[config.mk]
export PLATFORM = sky130hd
export DESIGN_NAME = max_drawdown_tracker_top
export DESIGN_NICKNAME = d
export VERILOG_FILES = /design/src/rtl/mdd_pkg.sv /design/src/rtl/max_drawdown_tracker_top.sv /design/src/rtl/mdd_ctrl.sv /design/src/rtl/mdd_dpath.sv
export SDC_FILE = /design/constraint.sdc
export NUM_CORES = 1
export LEC_CHECK = 0
export BUFFER_PORTS_ARGS = -buffer_cell sky130_fd_sc_hd__buf_2
export CORE_ASPECT_RATIO = 0.6
export CORE_UTILIZATION = 36
export CTS_BUF_LIST = sky130_fd_sc_hd__clkbuf_4
export DETAILED_ROUTE_END_ITERATION = 10
export REMOVE_ABC_BUFFERS = 1
export SETUP_SLACK_MARGIN = 0.5
export SLEW_MARGIN = 20
export SYNTH_ARGS = -nofsm -noshare
export SYNTH_HDL_FRONTEND = slang
export SYNTH_SLANG_ARGS = --single-unit
[constraint.sdc]
create_clock -name clock -period 8.6 [get_ports clock]
set_input_delay 0.86 -clock clock [delete_from_list [all_inputs] [get_ports clock]]
set_output_delay 0.86 -clock clock [all_outputs]
set_load 0.01 [all_outputs]
[src/rtl/mdd_pkg.sv]
// ----------------------------------------------------------------------------
// mdd_pkg
// Shared widths, constants and controller/datapath command type for the
// maximum drawdown tracker.
// ----------------------------------------------------------------------------
package mdd_pkg;

   localparam int VALUE_BITS = 32;
   localparam int FRAC_BITS  = 16;
   localparam int DD_BITS    = FRAC_BITS + 1;
   localparam int CNT_BITS   = $clog2(FRAC_BITS);

   localparam logic [CNT_BITS-1:0] CNT_LAST = CNT_BITS'(FRAC_BITS - 1);

   typedef struct packed {
      logic take;   // transaction accepted, update tracking state
      logic start;  // accepted transaction closes the series, latch divider operands
      logic step;   // one quotient bit
      logic load;   // move quotient into output register
   } mdd_cmd_type;

endpackage

[src/rtl/max_drawdown_tracker_top.sv]
// ----------------------------------------------------------------------------
// max_drawdown_tracker_top
// Streaming maximum drawdown; Q1.16 drawdown with its peak and trough on last.
// Throughput: one sample per cycle; stalled from a last sample to its result.
// Result: divided after the last sample, valid once the output is free.
// Reset: synchronous, clears the controller and all tracking state.
// ----------------------------------------------------------------------------
module max_drawdown_tracker_top
   import mdd_pkg::*;
(
   input  logic                        clock,
   input  logic                        reset,
   input  logic                        req_valid,
   output logic                        req_stall,
   input  logic [VALUE_BITS-1:0]       req_value,
   input  logic                        req_last,
   output logic                        rsp_valid,
   input  logic                        rsp_stall,
   output logic signed [DD_BITS-1:0]   rsp_drawdown,
   output logic [VALUE_BITS-1:0]       rsp_peak_value,
   output logic [VALUE_BITS-1:0]       rsp_trough_value
);

   mdd_cmd_type cmd;

   mdd_ctrl u_ctrl (
      .clock     (clock),
      .reset     (reset),
      .req_valid (req_valid),
      .req_last  (req_last),
      .req_stall (req_stall),
      .rsp_valid (rsp_valid),
      .rsp_stall (rsp_stall),
      .cmd       (cmd)
   );

   mdd_dpath u_dpath (
      .clock            (clock),
      .reset            (reset),
      .cmd              (cmd),
      .req_value        (req_value),
      .rsp_drawdown     (rsp_drawdown),
      .rsp_peak_value   (rsp_peak_value),
      .rsp_trough_value (rsp_trough_value)
   );

endmodule

[src/rtl/mdd_ctrl.sv]
// ----------------------------------------------------------------------------
// mdd_ctrl
// Sequencer: accepts samples, runs the fraction divider after the last
// sample of a series and hands the result to the output register.
// ----------------------------------------------------------------------------
module mdd_ctrl
   import mdd_pkg::*;
(
   input  logic        clock,
   input  logic        reset,
   input  logic        req_valid,
   input  logic        req_last,
   output logic        req_stall,
   output logic        rsp_valid,
   input  logic        rsp_stall,
   output mdd_cmd_type cmd
);

   typedef enum logic [1:0] {
      ST_IDLE,
      ST_DIV,
      ST_HOLD
   } state_type;

   state_type             state_ff, state_in;
   logic [CNT_BITS-1:0]   cnt_ff, cnt_in;
   logic                  rsp_valid_ff, rsp_valid_in;
   logic                  out_free;

   assign req_stall = (state_ff != ST_IDLE);
   assign rsp_valid = rsp_valid_ff;
   assign out_free  = !rsp_valid_ff || !rsp_stall;

   always_comb begin
      state_in     = state_ff;
      cnt_in       = cnt_ff;
      rsp_valid_in = rsp_valid_ff && rsp_stall;
      cmd          = '0;
      case (state_ff)
         ST_IDLE: begin
            if (req_valid) begin
               cmd.take = 1'b1;
               if (req_last) begin
                  cmd.start = 1'b1;
                  cnt_in    = '0;
                  state_in  = ST_DIV;
               end
            end
         end
         ST_DIV: begin
            cmd.step = 1'b1;
            cnt_in   = cnt_ff + 1'b1;
            if (cnt_ff == CNT_LAST) begin
               state_in = ST_HOLD;
            end
         end
         ST_HOLD: begin
            if (out_free) begin
               cmd.load     = 1'b1;
               rsp_valid_in = 1'b1;
               state_in     = ST_IDLE;
            end
         end
         default: begin
            state_in = ST_IDLE;
         end
      endcase
   end

   always_ff @(posedge clock) begin
      if (reset) begin
         state_ff     <= ST_IDLE;
         cnt_ff       <= '0;
         rsp_valid_ff <= 1'b0;
      end else begin
         state_ff     <= state_in;
         cnt_ff       <= cnt_in;
         rsp_valid_ff <= rsp_valid_in;
      end
   end

endmodule

[src/rtl/mdd_dpath.sv]
// ----------------------------------------------------------------------------
// mdd_dpath
// Running peak / largest drop tracking, radix-2 restoring fraction divider
// and result registers.
// ----------------------------------------------------------------------------
module mdd_dpath
   import mdd_pkg::*;
(
   input  logic                        clock,
   input  logic                        reset,
   input  mdd_cmd_type                 cmd,
   input  logic [VALUE_BITS-1:0]       req_value,
   output logic signed [DD_BITS-1:0]   rsp_drawdown,
   output logic [VALUE_BITS-1:0]       rsp_peak_value,
   output logic [VALUE_BITS-1:0]       rsp_trough_value
);

   // tracking state
   logic [VALUE_BITS-1:0] peak_ff, peak_in;
   logic                  seen_ff, seen_in;
   logic [VALUE_BITS-1:0] bdrop_ff, bdrop_in;
   logic [VALUE_BITS-1:0] bpeak_ff, bpeak_in;
   logic [VALUE_BITS-1:0] btrough_ff, btrough_in;

   // divider
   logic [VALUE_BITS-1:0] rem_ff, rem_in;
   logic [VALUE_BITS-1:0] den_ff, den_in;
   logic [FRAC_BITS-1:0]  quot_ff, quot_in;
   logic                  zero_ff, zero_in;
   logic                  full_ff, full_in;
   logic [VALUE_BITS-1:0] rpeak_ff, rpeak_in;
   logic [VALUE_BITS-1:0] rtrough_ff, rtrough_in;

   // output registers
   logic signed [DD_BITS-1:0] dd_ff, dd_in;
   logic [VALUE_BITS-1:0]     opeak_ff, opeak_in;
   logic [VALUE_BITS-1:0]     otrough_ff, otrough_in;

   logic [VALUE_BITS-1:0] drop;
   logic [VALUE_BITS-1:0] nbdrop, nbpeak, nbtrough, npeak;
   logic [VALUE_BITS:0]   rem2;
   logic                  ge;
   logic [DD_BITS-1:0]    mag;

   // peak / drop update for the incoming sample
   always_comb begin
      drop     = peak_ff - req_value;
      nbdrop   = bdrop_ff;
      nbpeak   = bpeak_ff;
      nbtrough = btrough_ff;
      npeak    = peak_ff;
      if (!seen_ff) begin
         npeak = req_value;
      end else begin
         if (peak_ff > req_value && drop > bdrop_ff) begin
            nbdrop   = drop;
            nbpeak   = peak_ff;
            nbtrough = req_value;
         end
         if (req_value > peak_ff) begin
            npeak = req_value;
         end
      end
   end

   assign rem2 = {rem_ff, 1'b0};
   assign ge   = (rem2 >= {1'b0, den_ff});

   always_comb begin
      if (zero_ff) begin
         mag = '0;
      end else if (full_ff) begin
         mag = DD_BITS'(1) << FRAC_BITS;
      end else begin
         mag = {1'b0, quot_ff};
      end
   end

   always_comb begin
      peak_in    = peak_ff;
      seen_in    = seen_ff;
      bdrop_in   = bdrop_ff;
      bpeak_in   = bpeak_ff;
      btrough_in = btrough_ff;
      rem_in     = rem_ff;
      den_in     = den_ff;
      quot_in    = quot_ff;
      zero_in    = zero_ff;
      full_in    = full_ff;
      rpeak_in   = rpeak_ff;
      rtrough_in = rtrough_ff;
      dd_in      = dd_ff;
      opeak_in   = opeak_ff;
      otrough_in = otrough_ff;

      if (cmd.take) begin
         if (cmd.start) begin
            // series ends: latch operands, clear tracking for the next one
            peak_in    = '0;
            seen_in    = 1'b0;
            bdrop_in   = '0;
            bpeak_in   = '0;
            btrough_in = '0;
            rem_in     = nbdrop;
            den_in     = nbpeak;
            quot_in    = '0;
            zero_in    = (nbdrop == '0);
            full_in    = (nbdrop >= nbpeak);
            rpeak_in   = nbpeak;
            rtrough_in = nbtrough;
         end else begin
            peak_in    = npeak;
            seen_in    = 1'b1;
            bdrop_in   = nbdrop;
            bpeak_in   = nbpeak;
            btrough_in = nbtrough;
         end
      end

      if (cmd.step) begin
         quot_in = {quot_ff[FRAC_BITS-2:0], ge};
         if (ge) begin
            rem_in = VALUE_BITS'(rem2 - {1'b0, den_ff});
         end else begin
            rem_in = VALUE_BITS'(rem2);
         end
      end

      if (cmd.load) begin
         dd_in      = DD_BITS'(-$signed(mag));
         opeak_in   = zero_ff ? '0 : rpeak_ff;
         otrough_in = zero_ff ? '0 : rtrough_ff;
      end
   end

   always_ff @(posedge clock) begin
      if (reset) begin
         peak_ff    <= '0;
         seen_ff    <= 1'b0;
         bdrop_ff   <= '0;
         bpeak_ff   <= '0;
         btrough_ff <= '0;
      end else begin
         peak_ff    <= peak_in;
         seen_ff    <= seen_in;
         bdrop_ff   <= bdrop_in;
         bpeak_ff   <= bpeak_in;
         btrough_ff <= btrough_in;
      end
   end

   always_ff @(posedge clock) begin
      rem_ff     <= rem_in;
      den_ff     <= den_in;
      quot_ff    <= quot_in;
      zero_ff    <= zero_in;
      full_ff    <= full_in;
      rpeak_ff   <= rpeak_in;
      rtrough_ff <= rtrough_in;
      dd_ff      <= dd_in;
      opeak_ff   <= opeak_in;
      otrough_ff <= otrough_in;
   end

   assign rsp_drawdown     = dd_ff;
   assign rsp_peak_value   = opeak_ff;
   assign rsp_trough_value = otrough_ff;

endmodule
# Yosys cells after proc, flatten, opt, wreduce, memory -nomap -nowiden
# Cells that the tools add are included.
totals:
  ff_bits: 331
  inputBits: 37
  output_inout_bits: 83
  wordCells: 88
op_classes:
  n_addsub: 4
  order_cmp: 5
  eq_ne: 8
  n_mux: 38
  reduce_logical: 16
ops:
  columns: ["cell", "n"]
  rows:
  - ["$mux 32", 16]
  - ["$gt 32x32->1", 3]
  - ["$sub 32x32->32", 2]
  - ["$mux 16", 3]
  - ["$mux 17", 2]
  - ["$ge 33x32->1", 1]
  - ["$ge 32x32->1", 1]
  - ["$logic_not 32->1", 1]
  - ["$neg 17->17", 1]
  - ["$mux 2", 6]
  - ["$mux 4", 2]
  - ["$pmux 4 s2", 1]
  - ["$reduce_bool 2->1", 4]
  - ["$mux 1", 7]
  - ["$pmux 2 s3", 1]
  - ["$reduce_and 2->1", 3]
  - ["$add 4x1->4 const B", 1]
  - ["$eq 4x4->1 const B", 1]
  - ["$ne 2x1->1 const B", 2]
  - ["$ne 2x2->1 const B", 2]
  - ["$reduce_and 4->1", 1]
  - ["$ne 3x3->1 const B", 1]
  - ["$reduce_and 3->1", 1]
  - ["$eq 2x1->1 const B", 1]
  - ["other kinds (5)", 7]

# Depth between registers and ports, before layout
# Gate-level depths: netlist of run 1.
logic_depth:
  word_depth: 8
  mapped_depth: 34
  ltp_nobuf: 31

# Cells and area by module
# Synthesis of run 1 repeated with hierarchy kept, for this count alone.
hier_totals:
  cells_unflattened: 1970
  hier_area_um2: 18800.5
by_module_without_submodules:
  columns: ["mod", "instances", "cells_each", "area_each_um2", "seq_area_each_um2"]
  rows:
  - ["mdd_dpath", 1, 1931, 18459.0, 8438.1]
  - ["mdd_ctrl", 1, 39, 341.6, 140.1]

# Least setup slack after synthesis of run 1
# OpenSTA, ideal clock, no wires.
synth_path:
  path_type: "input to register"
  from: "input port req_value[2]"
  to: "register u_dpath.full_ff (data pin)"
  setup_time_ns: 0.265
  arrival_time_ns: 6.381
  t_required_ns: 8.335
  setup_slack_ns: 1.953
  stages: 33
  n_path_buf: 3
  path_cell_list: "inv_1 ha_1 nor2b_1 o31a_1 o41a_1 o31ai_1 o21a_1 o21ai_0 a21oi_1 xnor2_1 ha_1 nand4_1 inv_1 a221oi_1 o211ai_1 a21o_2 o211ai_4 buf_6 buf_4 buf_2 nand2_1 o21ai_0 ha_1 nand2b_1 a21o_1 a21o_1 a21o_1 a21o_1 a21o_1 a21oi_1 nor2b_1 o2111ai_1 nand3_1"
synth_between:
  elab_chain_len: 6
  word_cells_on_any_way: 9
  cone_classes: "add/sub (1); order compare (3); mux (4); reduce/logical (1)"
synth_lines:
  columns: ["element", "line_no", "source"]
  rows:
  - ["from (decl)", "max_drawdown_tracker_top.sv:15", "input logic [VALUE_BITS-1:0] req_value,"]
  - ["$sub 32x32->32", "mdd_dpath.sv:47", "drop = peak_ff - req_value;"]
  - ["$gt 32x32->1", "mdd_dpath.sv:55", "if (peak_ff > req_value && drop > bdrop_ff) begin"]
  - ["$logic_and 1x1->1 *", "mdd_dpath.sv:55", null]
  - ["$mux 32 *", "mdd_dpath.sv:55", null]
  - ["$mux 32 *", "mdd_dpath.sv:52", "if (!seen_ff) begin"]
  - ["net u_dpath.nbpeak[0]", "mdd_dpath.sv:40", "logic [VALUE_BITS-1:0] nbdrop, nbpeak, nbtrough, npeak;"]
  - ["$ge 32x32->1 *", "mdd_dpath.sv:108", "full_in = (nbdrop >= nbpeak);"]
  - ["to (signal assigned)", "mdd_dpath.sv:157", "full_ff <= full_in;"]
  - ["to (decl)", "mdd_dpath.sv:30", "logic full_ff, full_in;"]
# The timed path passes the listed nets; every way through them passes the cells marked *.
# A chain may end at the register's enable or synchronous reset.

# Worst setup path in the final report of run 1
layout_path:
  from: "register u_dpath.peak_ff[0]"
  to: "register u_dpath.full_ff (data pin)"
layout_between:
  elab_chain_len: 6
  word_cells_on_any_way: 9
  cone_classes: "add/sub (1); order compare (3); mux (4); reduce/logical (1)"
layout_lines:
  columns: ["element", "line_no", "source"]
  rows:
  - ["from (decl)", "mdd_dpath.sv:19", "logic [VALUE_BITS-1:0] peak_ff, peak_in;"]
  - ["from (signal assigned)", "mdd_dpath.sv:144", "peak_ff <= peak_in;"]
  - ["$sub 32x32->32", "mdd_dpath.sv:47", null]
  - ["$gt 32x32->1", "mdd_dpath.sv:55", null]
  - ["$logic_and 1x1->1", "mdd_dpath.sv:55", null]
  - ["$mux 32", "mdd_dpath.sv:55", null]
  - ["$mux 32", "mdd_dpath.sv:52", null]
  - ["$ge 32x32->1 *", "mdd_dpath.sv:108", null]
# Mark *: on every way between the ends. The rest lies on a longest branch, timed or not.

==> results of run 1 <==
==> sequential cells by signal, indices dropped and copies added, names as in the netlist, 16 cells and up <==
name / cells
u_dpath.bdrop_ff: 32
u_dpath.bpeak_ff: 32
u_dpath.btrough_ff: 32
u_dpath.peak_ff: 32
u_dpath.quot_ff: 16
u_dpath.rem_ff: 32
u_dpath.rpeak_ff: 32
u_dpath.rsp_drawdown: 17
u_dpath.rsp_peak_value: 32
u_dpath.rsp_trough_value: 32
u_dpath.rtrough_ff: 32
==> per-stage QoR <==
step	std cells	util, %	total power, mW
detailed placement	2667	39.0	2.34
finish	2821	41.3	3.77
CTS	2818	41.3	3.81
global route	2820	41.3	3.96
global placement	2667	39.0	2.34
floorplan	1840	-	2.16
==> worst max-delay path by stage <==
| stage | startpoint | slack (ns) | endpoint |
|---|---|---|---|
| floorplan | req_value[2] | 1.25 | u_dpath.full_ff |
| global placement | req_value[2] | 1.14 | u_dpath.full_ff |
| detailed placement | req_value[0] | 0.98 | u_dpath.full_ff |
| global route | u_dpath.peak_ff[0] | 1.01 | u_dpath.full_ff |
| finish | u_dpath.peak_ff[0] | 1.27 | u_dpath.full_ff |
| CTS | u_dpath.peak_ff[0] | 1.52 | u_dpath.full_ff |
==> placed cells by master (no fill, tap or decap), types with 7 or more instances in the layout <==
| cell | synthesis | layout |
|---|---|---|
| o211ai_1 | 7 | 7 |
| nand2b_1 | 13 | 13 |
| o21ai_0 | 78 | 78 |
| and2_1 | 22 | 22 |
| a21oi_1 | 85 | 84 |
| edfxtp_1 | 195 | 195 |
| and3_1 | 15 | 14 |
| buf_4 | 1 | 15 |
| nor3_1 | 28 | 28 |
| nand3_1 | 23 | 23 |
| or3_1 | 10 | 10 |
| xor2_1 | 22 | 22 |
| mux2_2 | 57 | 57 |
| nor2b_1 | 52 | 51 |
| buf_2 | 13 | 118 |
| dfxtp_1 | 136 | 136 |
| o21bai_1 | 15 | 15 |
| clkinv_1 | 0 | 17 |
| xnor2_1 | 37 | 37 |
| a22oi_1 | 127 | 127 |
| a31oi_1 | 35 | 35 |
| ha_1 | 130 | 130 |
| o21a_1 | 17 | 17 |
| clkbuf_4 | 0 | 126 |
| nor4_1 | 15 | 14 |
| inv_1 | 144 | 144 |
| a21o_1 | 38 | 38 |
| nand4_1 | 18 | 18 |
| nand2_1 | 142 | 141 |
| nor2_1 | 255 | 253 |
==> worst min-delay path: cells and delay by family <==
family / cells / cell delay [ns]
simple gates: 1 / 0.08
buf+inv: 1 / 0.09
compound gates: 1 / 0.07
==> layer usage <==
layer  GRT usage, %  vias to the layer above
met5              0                        -
met4           4.66                        0
met3           4.32                       74
met2           28.2                      404
met1           30.4                     7294
li1               -                     7274
==> power by group <==
part | switching (mW) | leakage [nW] | internal (mW)
sequential | 0.0274 | 2.96 | 1.72
combinational | 0.373 | 4.73 | 0.203
clock | 0.690 | 0.665 | 0.761
total | 1.09 | 8.36 | 2.68
==> final cells by class <==
cell class | count | area (sq um) | area share (%)
Multi-Input combinational cell | 1365 | 9230 | 43.7
Clock inverter | 25 | 189 | 0.895
Tap cell | 693 | 867 | 4.11
Sequential cell | 331 | 8580 | 40.6
Clock buffer | 126 | 946 | 4.48
Timing Repair Buffer | 135 | 751 | 3.56
Antenna cell | 2 | 5.00 | 0.0237
Inverter | 144 | 541 | 2.56
==> logic make-up after synthesis <==
kind of cell | synth area share (%)
multiplexers | 3.86
AND/OR/NAND/NOR | 16.2
flip-flops | 45.9
XOR/XNOR | 2.77
buffers and inverters | 4.98
AO/OA/AOI/OAI | 17.4
adder cells (fa/ha/maj) | 8.92
==> results.txt, run 1 <==
total number of vias: 15,000
Pre-antenna DRT Iters: 5
RSZ-0062 raised after global routing: no
area share of the largest cell type after synthesis: 31.3%
reg2reg start: u_dpath.peak_ff[0]
post-DP HPWL: 37,600 microns
actual transition at the worst max-transition pin: 1.04 ns
met3 WL: 3150 microns
layout cells sized above 1: 17.5%
total length of routed wires: 52,400 microns
post_cts resized: 0
skew final: 0.0570 ns
total negative slack for setup checks: 0 ns
width of the die: 296 microns
Rows: 64
achievable frequency: 0.136 GHz
Data arrival, critical path: 7.98 ns
area inside the core boundary: 51,100 sq um
fin crit share: 85.3%
cell area after technology mapping: 18,700 sq um
count of port buffers added during placement: 119
hold-critical path endpoint: u_dpath.peak_ff[16]
Skew-Pair Late Insertion Delay: 0.79 ns
Sinks on Clock Net: 331
hold-fix buffers at CTS: 0
number of instances in the synthesized netlist: 1,926
overall die area: 52,800 sq um
number of nets with antenna violations after routing: 0
aggregate global routing overflow: 0
Final WS setup: 1.27 ns
Final Hold Viols: 0
cell count of the worst reg-to-reg path: 26
Avg Inst Size Synth: 9.70 sq um
Final setup violation count: 0
post-layout minimum cycle time: 7.33 ns
leading post-synthesis cells by cell area: edfxtp_1 (31%), dfxtp_1 (15%), ha_1 (8.7%)
post-CTS clock slew at the launch and capture registers of the worst setup and hold paths: 0.07 ns
fraction of the yosys area taken by sequential cells: 45.9%
top post-synthesis cells by count: nor2_1 (255), edfxtp_1 (195), inv_1 (144), nand2_1 (142), dfxtp_1 (136)
Worst Hold Margin: 0.342 ns
iteration-0 DRC count of the detailed router: 1,149
post-detailed-route DRC marker count: 0
# Post-CTS Setup Buffers: 0
number of buffers between clock root and the deepest sink: 3
number of global-route vias before repair: 14,400
final design instance area without fill: 21,100 sq um
CP Data Required Time: 9.25 ns
H-tree levels: 3
cell count along the critical path: 26
total of fill cells in the finished design: 5,187
MaxCap Viol Count: 0
Most Frequent Cell on Critical Path: ha_1
path class of the lowest-slack min-delay path: input pin to register
DIE HEIGHT: 178 microns
largest net degree at the start of global routing: 84
delay-heaviest family, CP: compound AO/OA/AOI/OAI gates
Highest Signal Layer: met4
flop2flop setup slack: 1.27 ns
library cell with the largest summed area after synthesis: edfxtp_1
category of the most critical setup path: register to register
worst slack at placement: 0.982 ns
routed len/inst: 18.6 microns
Leakage Power: 8.36 nW
detailed-route vias per instance: 5.33
kind of end point of the critical path: register
routability cong.: 0.895
routed length on met1: 27,100 microns
max_slew headroom: 30.6%
clock tree from TritonCTS: built
Global Route Usage Sum: 20.0%
register bit total from synthesis: 331
most used flip-flop cell after synthesis: edfxtp_1
EDFF count, synth: 195
signed area change from the synthesized netlist to the final layout: 13.0%
endpoint of the worst register-to-register path: u_dpath.full_ff
max-slew violations: 0
type of element launching the critical path: register
synth warn: 0
global-route wire length before repair: 82,100 microns
worst supply voltage drop on vdd: 0.0812 mV
IO Pins: 120
cell with the largest stage delay on the worst path: nor4_1
distinct cell type count after synthesis: 94
sum of buffers and inverters on the critical path: 2
Post-synth ARST share: 0%
initial antenna violation count: 1
initial standard-cell utilization of the core: 36.6%
WHS Path Cells: 3
Placed Area: 19,900 sq um
maximum cell stage delay along the critical path: 0.79 ns
critical hold path startpoint: req_value[16]
CTS root buffer: clkbuf_4
Layout Nets: 2,228
total clock buffers created by CTS: 82
result of the run: completed
met2 routed WL: 21,300 microns
dominant cell by count in the synthesized netlist: nor2_1
pwr/cell area: 179 nW/um^2
CP max FO: 50
(Power assumes the default switching activity.)
==> run 2: changes to the inputs <==
--- a/config.mk
+++ b/config.mk
@@ -10,6 +10,7 @@
 export CORE_UTILIZATION = 36
 export CTS_BUF_LIST = sky130_fd_sc_hd__clkbuf_4
 export DETAILED_ROUTE_END_ITERATION = 10
+export RECOVER_POWER = 25
 export REMOVE_ABC_BUFFERS = 1
 export SETUP_SLACK_MARGIN = 0.5
 export SLEW_MARGIN = 20
==> run 2 against run 1 <==
Compared with the run above: worst setup slack improved by 0.15 ns; largest power group unchanged; flip-flop and latch count unchanged; combinational power about the same; via count increased by 0.13%; the flow now finishes with violations (capacitance limit, slew limit); global-route usage unchanged; non-clock buffer count unchanged; core utilization decreased by 0.11 points; sequential power about the same; cell area decreased by 0.26%; wire length about the same; sequential share of layout area increased by 0.11 points; first-iteration DRC count decreased by 1.9%.
==> results.txt, run 2 (synthesis results as in run 1) <==
hold-critical path endpoint: u_dpath.peak_ff[16]
cell count of the worst reg-to-reg path: 31 (+19%)
Final Hold Viols: 0 (unchanged)
kind of end point of the critical path: register
detailed-route vias per instance: 5.34 (+0.16%)
Skew-Pair Late Insertion Delay: 0.80 ns (about the same)
# Post-CTS Setup Buffers: 0 (unchanged)
global-route wire length before repair: 82,100 microns (unchanged)
total negative slack for setup checks: 0 ns (unchanged)
total of fill cells in the finished design: 5,196 (+0.17%)
NetSw: 1.09 mW (+0.15%)
reg2reg start: u_dpath.peak_ff[0]
maximum cell stage delay along the critical path: 0.42 ns (-0.37 ns)
cell with the largest stage delay on the worst path: o21a_1
post_cts resized: 0 (unchanged)
Final WS setup: 1.41 ns (+0.148 ns)
achievable frequency: 0.139 GHz (+2.1%)
leading cell type in the layout, fill and taps excluded: nor2_1
worst slack at placement: 0.982 ns (unchanged)
largest net degree at the start of global routing: 84 (unchanged)
number of buffers between clock root and the deepest sink: 3 (unchanged)
routability cong.: 0.895 (unchanged)
share of the core filled with cells: 41.2% (-0.11 points)
count of placed standard cells including taps: 2,667 (unchanged)
Global Route Usage Sum: 20.0% (unchanged)
initial standard-cell utilization of the core: 36.6% (unchanged)
top library cells by usage in the layout, fill and taps aside: nor2_1 (253), edfxtp_1 (195), inv_1 (144)
area inside the core boundary: 51,100 sq um (unchanged)
CTS root buffer: clkbuf_4
Most Frequent Cell on Critical Path: a21oi_1
count of port buffers added during placement: 119 (unchanged)
actual transition at the worst max-transition pin: 3.51 ns (+2.47 ns)
Pre-antenna DRT Iters: 5 (unchanged)
type of element launching the critical path: register
final design instance area without fill: 21,100 sq um (-0.26%)
post-layout minimum cycle time: 7.19 ns (-0.148 ns)
number of nets with antenna violations after routing: 0 (unchanged)
Layout Nets: 2,228 (unchanged)
hold-fix buffers at CTS: 0 (unchanged)
max_slew headroom: -134% (-160 points)
total number of vias: 15,100 (+0.13%)
Gate power share: 15.3% (about the same)
iteration-0 DRC count of the detailed router: 1,127 (-1.9%)
flop2flop setup slack: 1.41 ns (+0.15 ns)
Switching Share: 28.9% (about the same)
Sinks on Clock Net: 331 (unchanged)
clock tree from TritonCTS: built
CP max FO: 61 (+22%)
width of the die: 296 microns (unchanged)
signed area change from the synthesized netlist to the final layout: 12.7%
IO Pins: 120 (unchanged)
critical hold path startpoint: req_value[16]
internal cell power: 2.68 mW (about the same)
total clock buffers created by CTS: 82 (unchanged)
total length of routed wires: 52,400 microns (about the same)
CP Data Required Time: 9.13 ns (-0.12 ns)
fin crit share: 83.6% (-1.7 points)
H-tree levels: 3 (unchanged)
result of the run: finished with violations
sum of buffers and inverters on the critical path: 2 (unchanged)
routed len/inst: 18.6 microns (+0.11%)
WHS Path Cells: 3 (unchanged)
category of the most critical setup path: register to register
skew final: 0.0579 ns (+0.000837 ns)
initial antenna violation count: 1 (unchanged)
portion of total power attributed to sequential cells: 46.2% (about the same)
max-slew violations: 197 (+197)
pwr/cell area: 179 nW/um^2 (+0.38%)
path class of the lowest-slack min-delay path: input pin to register
Leakage Power: 8.33 nW (-0.36%)
MaxCap Viol Count: 3 (+3)
layout cells sized above 1: 17.2% (-0.28 points)
Data arrival, critical path: 7.72 ns (-0.26 ns)
number of global-route vias before repair: 14,400 (unchanged)
delay-heaviest family, CP: compound AO/OA/AOI/OAI gates
DIE HEIGHT: 178 microns (unchanged)
Placed Area: 19,900 sq um (unchanged)
worst supply voltage drop on vdd: 0.0827 mV (+1.8%)
overall die area: 52,800 sq um (unchanged)
post-DP HPWL: 37,600 microns (unchanged)
RSZ-0062 raised after global routing: no
Power, Total: 3.78 mW (+0.11%)
Rows: 64 (unchanged)
endpoint of the worst register-to-register path: u_dpath.full_ff
Final setup violation count: 0 (unchanged)
post-route non-filler standard cell count: 2,820 (-0.035%)
post-detailed-route DRC marker count: 0 (unchanged)
violations in the final reports: capacitance limit, slew limit
Clk pwr share: 38.5% (about the same)
post-CTS clock slew at the launch and capture registers of the worst setup and hold paths: 0.07 ns (about the same)
Worst Hold Margin: 0.324 ns (-0.0176 ns)
aggregate global routing overflow: 0 (unchanged)
==> run 2: worst max path at each step <==
stage	cells past startpoint	startpoint	slack [ns]	to
4_1_cts	31	u_dpath.peak_ff[0]	1.52	u_dpath.full_ff
2_1_floorplan	29	req_value[2]	1.25	u_dpath.full_ff
3_3_place_gp	31	req_value[2]	1.14	u_dpath.full_ff
5_1_grt	31	u_dpath.peak_ff[0]	1.01	u_dpath.full_ff
6_report	31	u_dpath.peak_ff[0]	1.41	u_dpath.full_ff
3_5_place_dp	31	req_value[0]	0.98	u_dpath.full_ff
==> run 2: worst reg2reg max path: cells and delay by family, from the launching register on <==
| kind | cells | cell delay, ns |
|---|---|---|
| and+or+nand+nor | 5 | 0.37 |
| AOI/OAI and AO/OA | 18 | 4.06 |
| buffers and inverters | 2 | 0.40 |
| DFF | 1 | 0.32 |
| xor gates and xnor gates | 1 | 0.20 |
| muxes | 1 | 0.43 |
| adders and majority gates | 4 | 1.13 |
==> run 2: final cells by class <==
type                       instances  area, sq um  area share (%)
antenna                            1         2.50          0.0119
clock buffer                     126          946            4.49
clock inverter                    25          189           0.897
inverter                         144          541            2.57
multi-input combinational       1365         9220            43.8
sequential                       331         8580            40.7
tap                              693          867            4.12
timing repair buffer             135          716            3.40
==> run 2: power by group through the flow <==
| stage | Combinational (mW) | Sequential [mW] | Clock (mW) |
|---|---|---|---|
| final | 0.577 | 1.75 | 1.45 |
| after floorplan | 0.388 | 1.77 | 0 |
| after global placement | 0.557 | 1.78 | 0 |
| after detailed placement | 0.564 | 1.78 | 0 |
| after CTS | 0.568 | 1.74 | 1.50 |
| after global routing | 0.636 | 1.75 | 1.58 |
==> run 2: layer usage <==
| layer | vias to the layer above | wire [microns] | track usage [%] |
|---|---|---|---|
| met1 | 7279 | 26900 | 30.4 |
| met2 | 432 | 21200 | 28.2 |
| met5 | - | 0 | 0 |
| met3 | 79 | 3430 | 4.32 |
| met4 | 0 | 870 | 4.66 |
| li1 | 7275 | - | - |
==> run 3: changes to the inputs <==
--- a/config.mk
+++ b/config.mk
@@ -5,6 +5,7 @@
 export SDC_FILE = /design/constraint.sdc
 export NUM_CORES = 1
 export LEC_CHECK = 0
+export ABC_AREA = 1
 export BUFFER_PORTS_ARGS = -buffer_cell sky130_fd_sc_hd__buf_2
 export CORE_ASPECT_RATIO = 0.6
 export CORE_UTILIZATION = 36
==> constraint.sdc (replaced) <==
create_clock -name clock -period 7 [get_ports clock]
set_input_delay 0.7 -clock clock [delete_from_list [all_inputs] [get_ports clock]]
set_output_delay 0.7 -clock clock [all_outputs]
set_load 0.01 [all_outputs]
==> run 3 against run 2 <==
Compared with the run above: the run still ends with capacitance limit, slew limit left; via count rose by 16%; wire length grew 13%; clock-buffer cell count rose by 5; worst setup slack got worse by 0.31 ns; sequential share of layout area is 2.4 points lower; sequential power increased by 23%; cell area rose by 6.2%; maximum frequency increased by 22%; critical path type unchanged; largest cell class unchanged; largest power group unchanged.
==> results.txt, run 3 <==
result of the run: finished with violations
violations in the final reports: capacitance limit, slew limit
overall die area: 56,400 sq um (+6.7%)
actual transition at the worst max-transition pin: 3.43 ns (-0.0796 ns)
CTS root buffer: clkbuf_4
distinct cell type count after synthesis: 45 (-52%)
aggregate global routing overflow: 0 (unchanged)
total number of vias: 17,400 (+16%)
clock tree from TritonCTS: built
Post-synth ARST share: 0% (unchanged)
post-DP HPWL: 44,000 microns (+17%)
dominant cell by count in the synthesized netlist: nand2_1
initial standard-cell utilization of the core: 36.7% (+0.087 points)
global-route wire length before repair: 92,200 microns (+12%)
most used flip-flop cell after synthesis: edfxtp_1
Final WS setup: 1.11 ns (-0.308 ns)
signed area change from the synthesized netlist to the final layout: 12.1%
RSZ-0062 raised after global routing: no
top post-synthesis cells by count: nand2_1 (783), inv_1 (426), nor2_1 (270), edfxtp_1 (195), a21oi_1 (185)
CP Data Required Time: 7.62 ns (-1.51 ns)
Layout Nets: 2,951 (+32%)
Rows: 66 (+3.1%)
portion of total power attributed to sequential cells: 44.9% (-1.3 points)
total length of routed wires: 59,000 microns (+13%)
synth warn: 0 (unchanged)
NetSw: 1.49 mW (+37%)
Data arrival, critical path: 6.52 ns (-1.20 ns)
routability cong.: 0.957 (+6.9%)
worst slack at placement: 0.327 ns (-0.655 ns)
Final setup violation count: 0 (unchanged)
fin crit share: 84.2% (+0.64 points)
number of instances in the synthesized netlist: 2,635 (+37%)
pwr/cell area: 216 nW/um^2 (+20%)
Skew-Pair Late Insertion Delay: 0.87 ns (+0.07 ns)
Leakage Power: 10.0 nW (+21%)
IO Pins: 120 (unchanged)
share of the core filled with cells: 41.1% (-0.12 points)
Pre-antenna DRT Iters: 5 (unchanged)
Global Route Usage Sum: 21.0% (+1.1 points)
maximum cell stage delay along the critical path: 0.40 ns (-0.02 ns)
number of global-route vias before repair: 16,500 (+15%)
total negative slack for setup checks: 0 ns (unchanged)
CP max FO: 28 (-54%)
iteration-0 DRC count of the detailed router: 1,412 (+25%)
area share of the largest cell type after synthesis: 29.4% (-2.0 points)
Most Frequent Cell on Critical Path: nand2_1
kind of end point of the critical path: register
internal cell power: 3.33 mW (+24%)
post-CTS clock slew at the launch and capture registers of the worst setup and hold paths: 0.06 ns (about the same)
max_slew headroom: -129% (+5.3 points)
register bit total from synthesis: 331 (unchanged)
path class of the lowest-slack min-delay path: input pin to register
count of port buffers added during placement: 119 (unchanged)
Final Hold Viols: 0 (unchanged)
leading cell type in the layout, fill and taps excluded: nand2_1
DIE HEIGHT: 184 microns (+3.3%)
type of element launching the critical path: register
initial antenna violation count: 1 (unchanged)
achievable frequency: 0.170 GHz (+22%)
skew final: 0.0813 ns (+0.0234 ns)
Gate power share: 17.7% (+2.4 points)
worst supply voltage drop on vdd: 0.135 mV (+63%)
Sinks on Clock Net: 331 (unchanged)
Clk pwr share: 37.4% (-1.1 points)
max-slew violations: 151 (-23%)
top library cells by usage in the layout, fill and taps aside: nand2_1 (781), inv_1 (426), nor2_1 (267)
post-layout minimum cycle time: 5.89 ns (-1.29 ns)
area inside the core boundary: 54,400 sq um (+6.5%)
number of buffers between clock root and the deepest sink: 3 (unchanged)
cell area after technology mapping: 19,900 sq um (+6.8%)
detailed-route vias per instance: 4.89 (-8.5%)
width of the die: 306 microns (+3.3%)
library cell with the largest summed area after synthesis: edfxtp_1
EDFF count, synth: 195 (unchanged)
leading post-synthesis cells by cell area: edfxtp_1 (29%), nand2_1 (15%), dfxtp_1 (14%)
Avg Inst Size Synth: 7.57 sq um (-22%)
total clock buffers created by CTS: 85 (+3.7%)
fraction of the yosys area taken by sequential cells: 43.0% (-2.9 points)
routed len/inst: 16.5 microns (-11%)
number of nets with antenna violations after routing: 0 (unchanged)
hold-fix buffers at CTS: 0 (unchanged)
MaxCap Viol Count: 3 (unchanged)
post-detailed-route DRC marker count: 0 (unchanged)
largest net degree at the start of global routing: 80 (-4.8%)
layout cells sized above 1: 11.9% (-5.3 points)
H-tree levels: 3 (unchanged)
category of the most critical setup path: register to register
Switching Share: 31.0% (+2.1 points)
cell with the largest stage delay on the worst path: ha_1
==> run 3: stage by stage <==
| stage | instances | cell area, sq um | hold WS, ns | total power, mW |
|---|---|---|---|---|
| detailed placement | 3405 | 21200 | 0.453 | 3.04 |
| global placement | 3405 | 21200 | 0.447 | 3.03 |
| CTS | 3563 | 22400 | 0.116 | 4.88 |
| finish | 3568 | 22400 | 0.183 | 4.82 |
| floorplan | 2549 | 19500 | 0.434 | 2.77 |
| global route | 3568 | 22400 | 0.135 | 5.09 |
==> run 3: path summary, 6_finish.rpt <==
| check | from | endpoint | slack, ns | cells past startpoint |
|---|---|---|---|---|
| worst min-delay path | rsp_stall | u_ctrl.rsp_valid | 0.18 | 3 |
| worst max-delay path | u_dpath.peak_ff[12] | u_dpath.full_ff | 1.11 | 32 |
| worst max register to register | u_dpath.peak_ff[12] | u_dpath.full_ff | 1.11 | 32 |
| worst min register to register | u_dpath.bpeak_ff[19] | u_dpath.bpeak_ff[19] | 0.46 | 2 |
==> run 3: timing repair <==
item                       4_1_cts  5_1_grt
setup endpoints to repair        0        1
buffers inserted                 0        2
gates resized for setup          0        1
==> run 3: power by group through the flow <==
stage          Clock (mW)  Combinational, mW  Sequential [mW]
6_report             1.80              0.851             2.16
5_1_grt              1.97              0.959             2.17
4_1_cts              1.88              0.837             2.16
3_5_place_dp            0              0.832             2.21
3_3_place_gp            0              0.826             2.21
2_1_floorplan           0              0.566             2.20
==> run 3: critical path, delay by kind of cell (launching register included) <==
kind / cells / cell delay (ns)
AOI/OAI and AO/OA: 5 / 0.89
buffers and inverters: 5 / 0.62
DFF: 1 / 0.34
adders and majority gates: 3 / 1.00
and+or+nand+nor: 19 / 2.79
==> run 3: logic make-up after synthesis <==
group	Yosys count	synth area share [%]
xor+xnor	47	2.06
buf+inv	516	10.1
simple gates	1221	24.8
flops	331	43.0
fa+ha+maj	132	8.36
compound gates	388	11.6
==> run 3: cell type report <==
type	instances	area [sq um]
Sequential cell	331	8580
Clock inverter	27	171
Multi-Input combinational cell	1789	9390
Tap cell	714	893
Clock buffer	131	983
Inverter	430	1610
Antenna cell	1	2.50
Timing Repair Buffer	145	728
Fill cell	5622	32100
==> run 3: metal layers <==
layer  vias to the layer above  GRT usage, %  part of all wire (%)  wire, microns
met4                         0          6.31                   2.0           1190
met5                         -             0                     0              0
li1                       8757             -                     -              -
met1                      8116          31.8                    52          30800
met3                        83          4.39                   6.6           3910
met2                       483          29.5                    39          23100
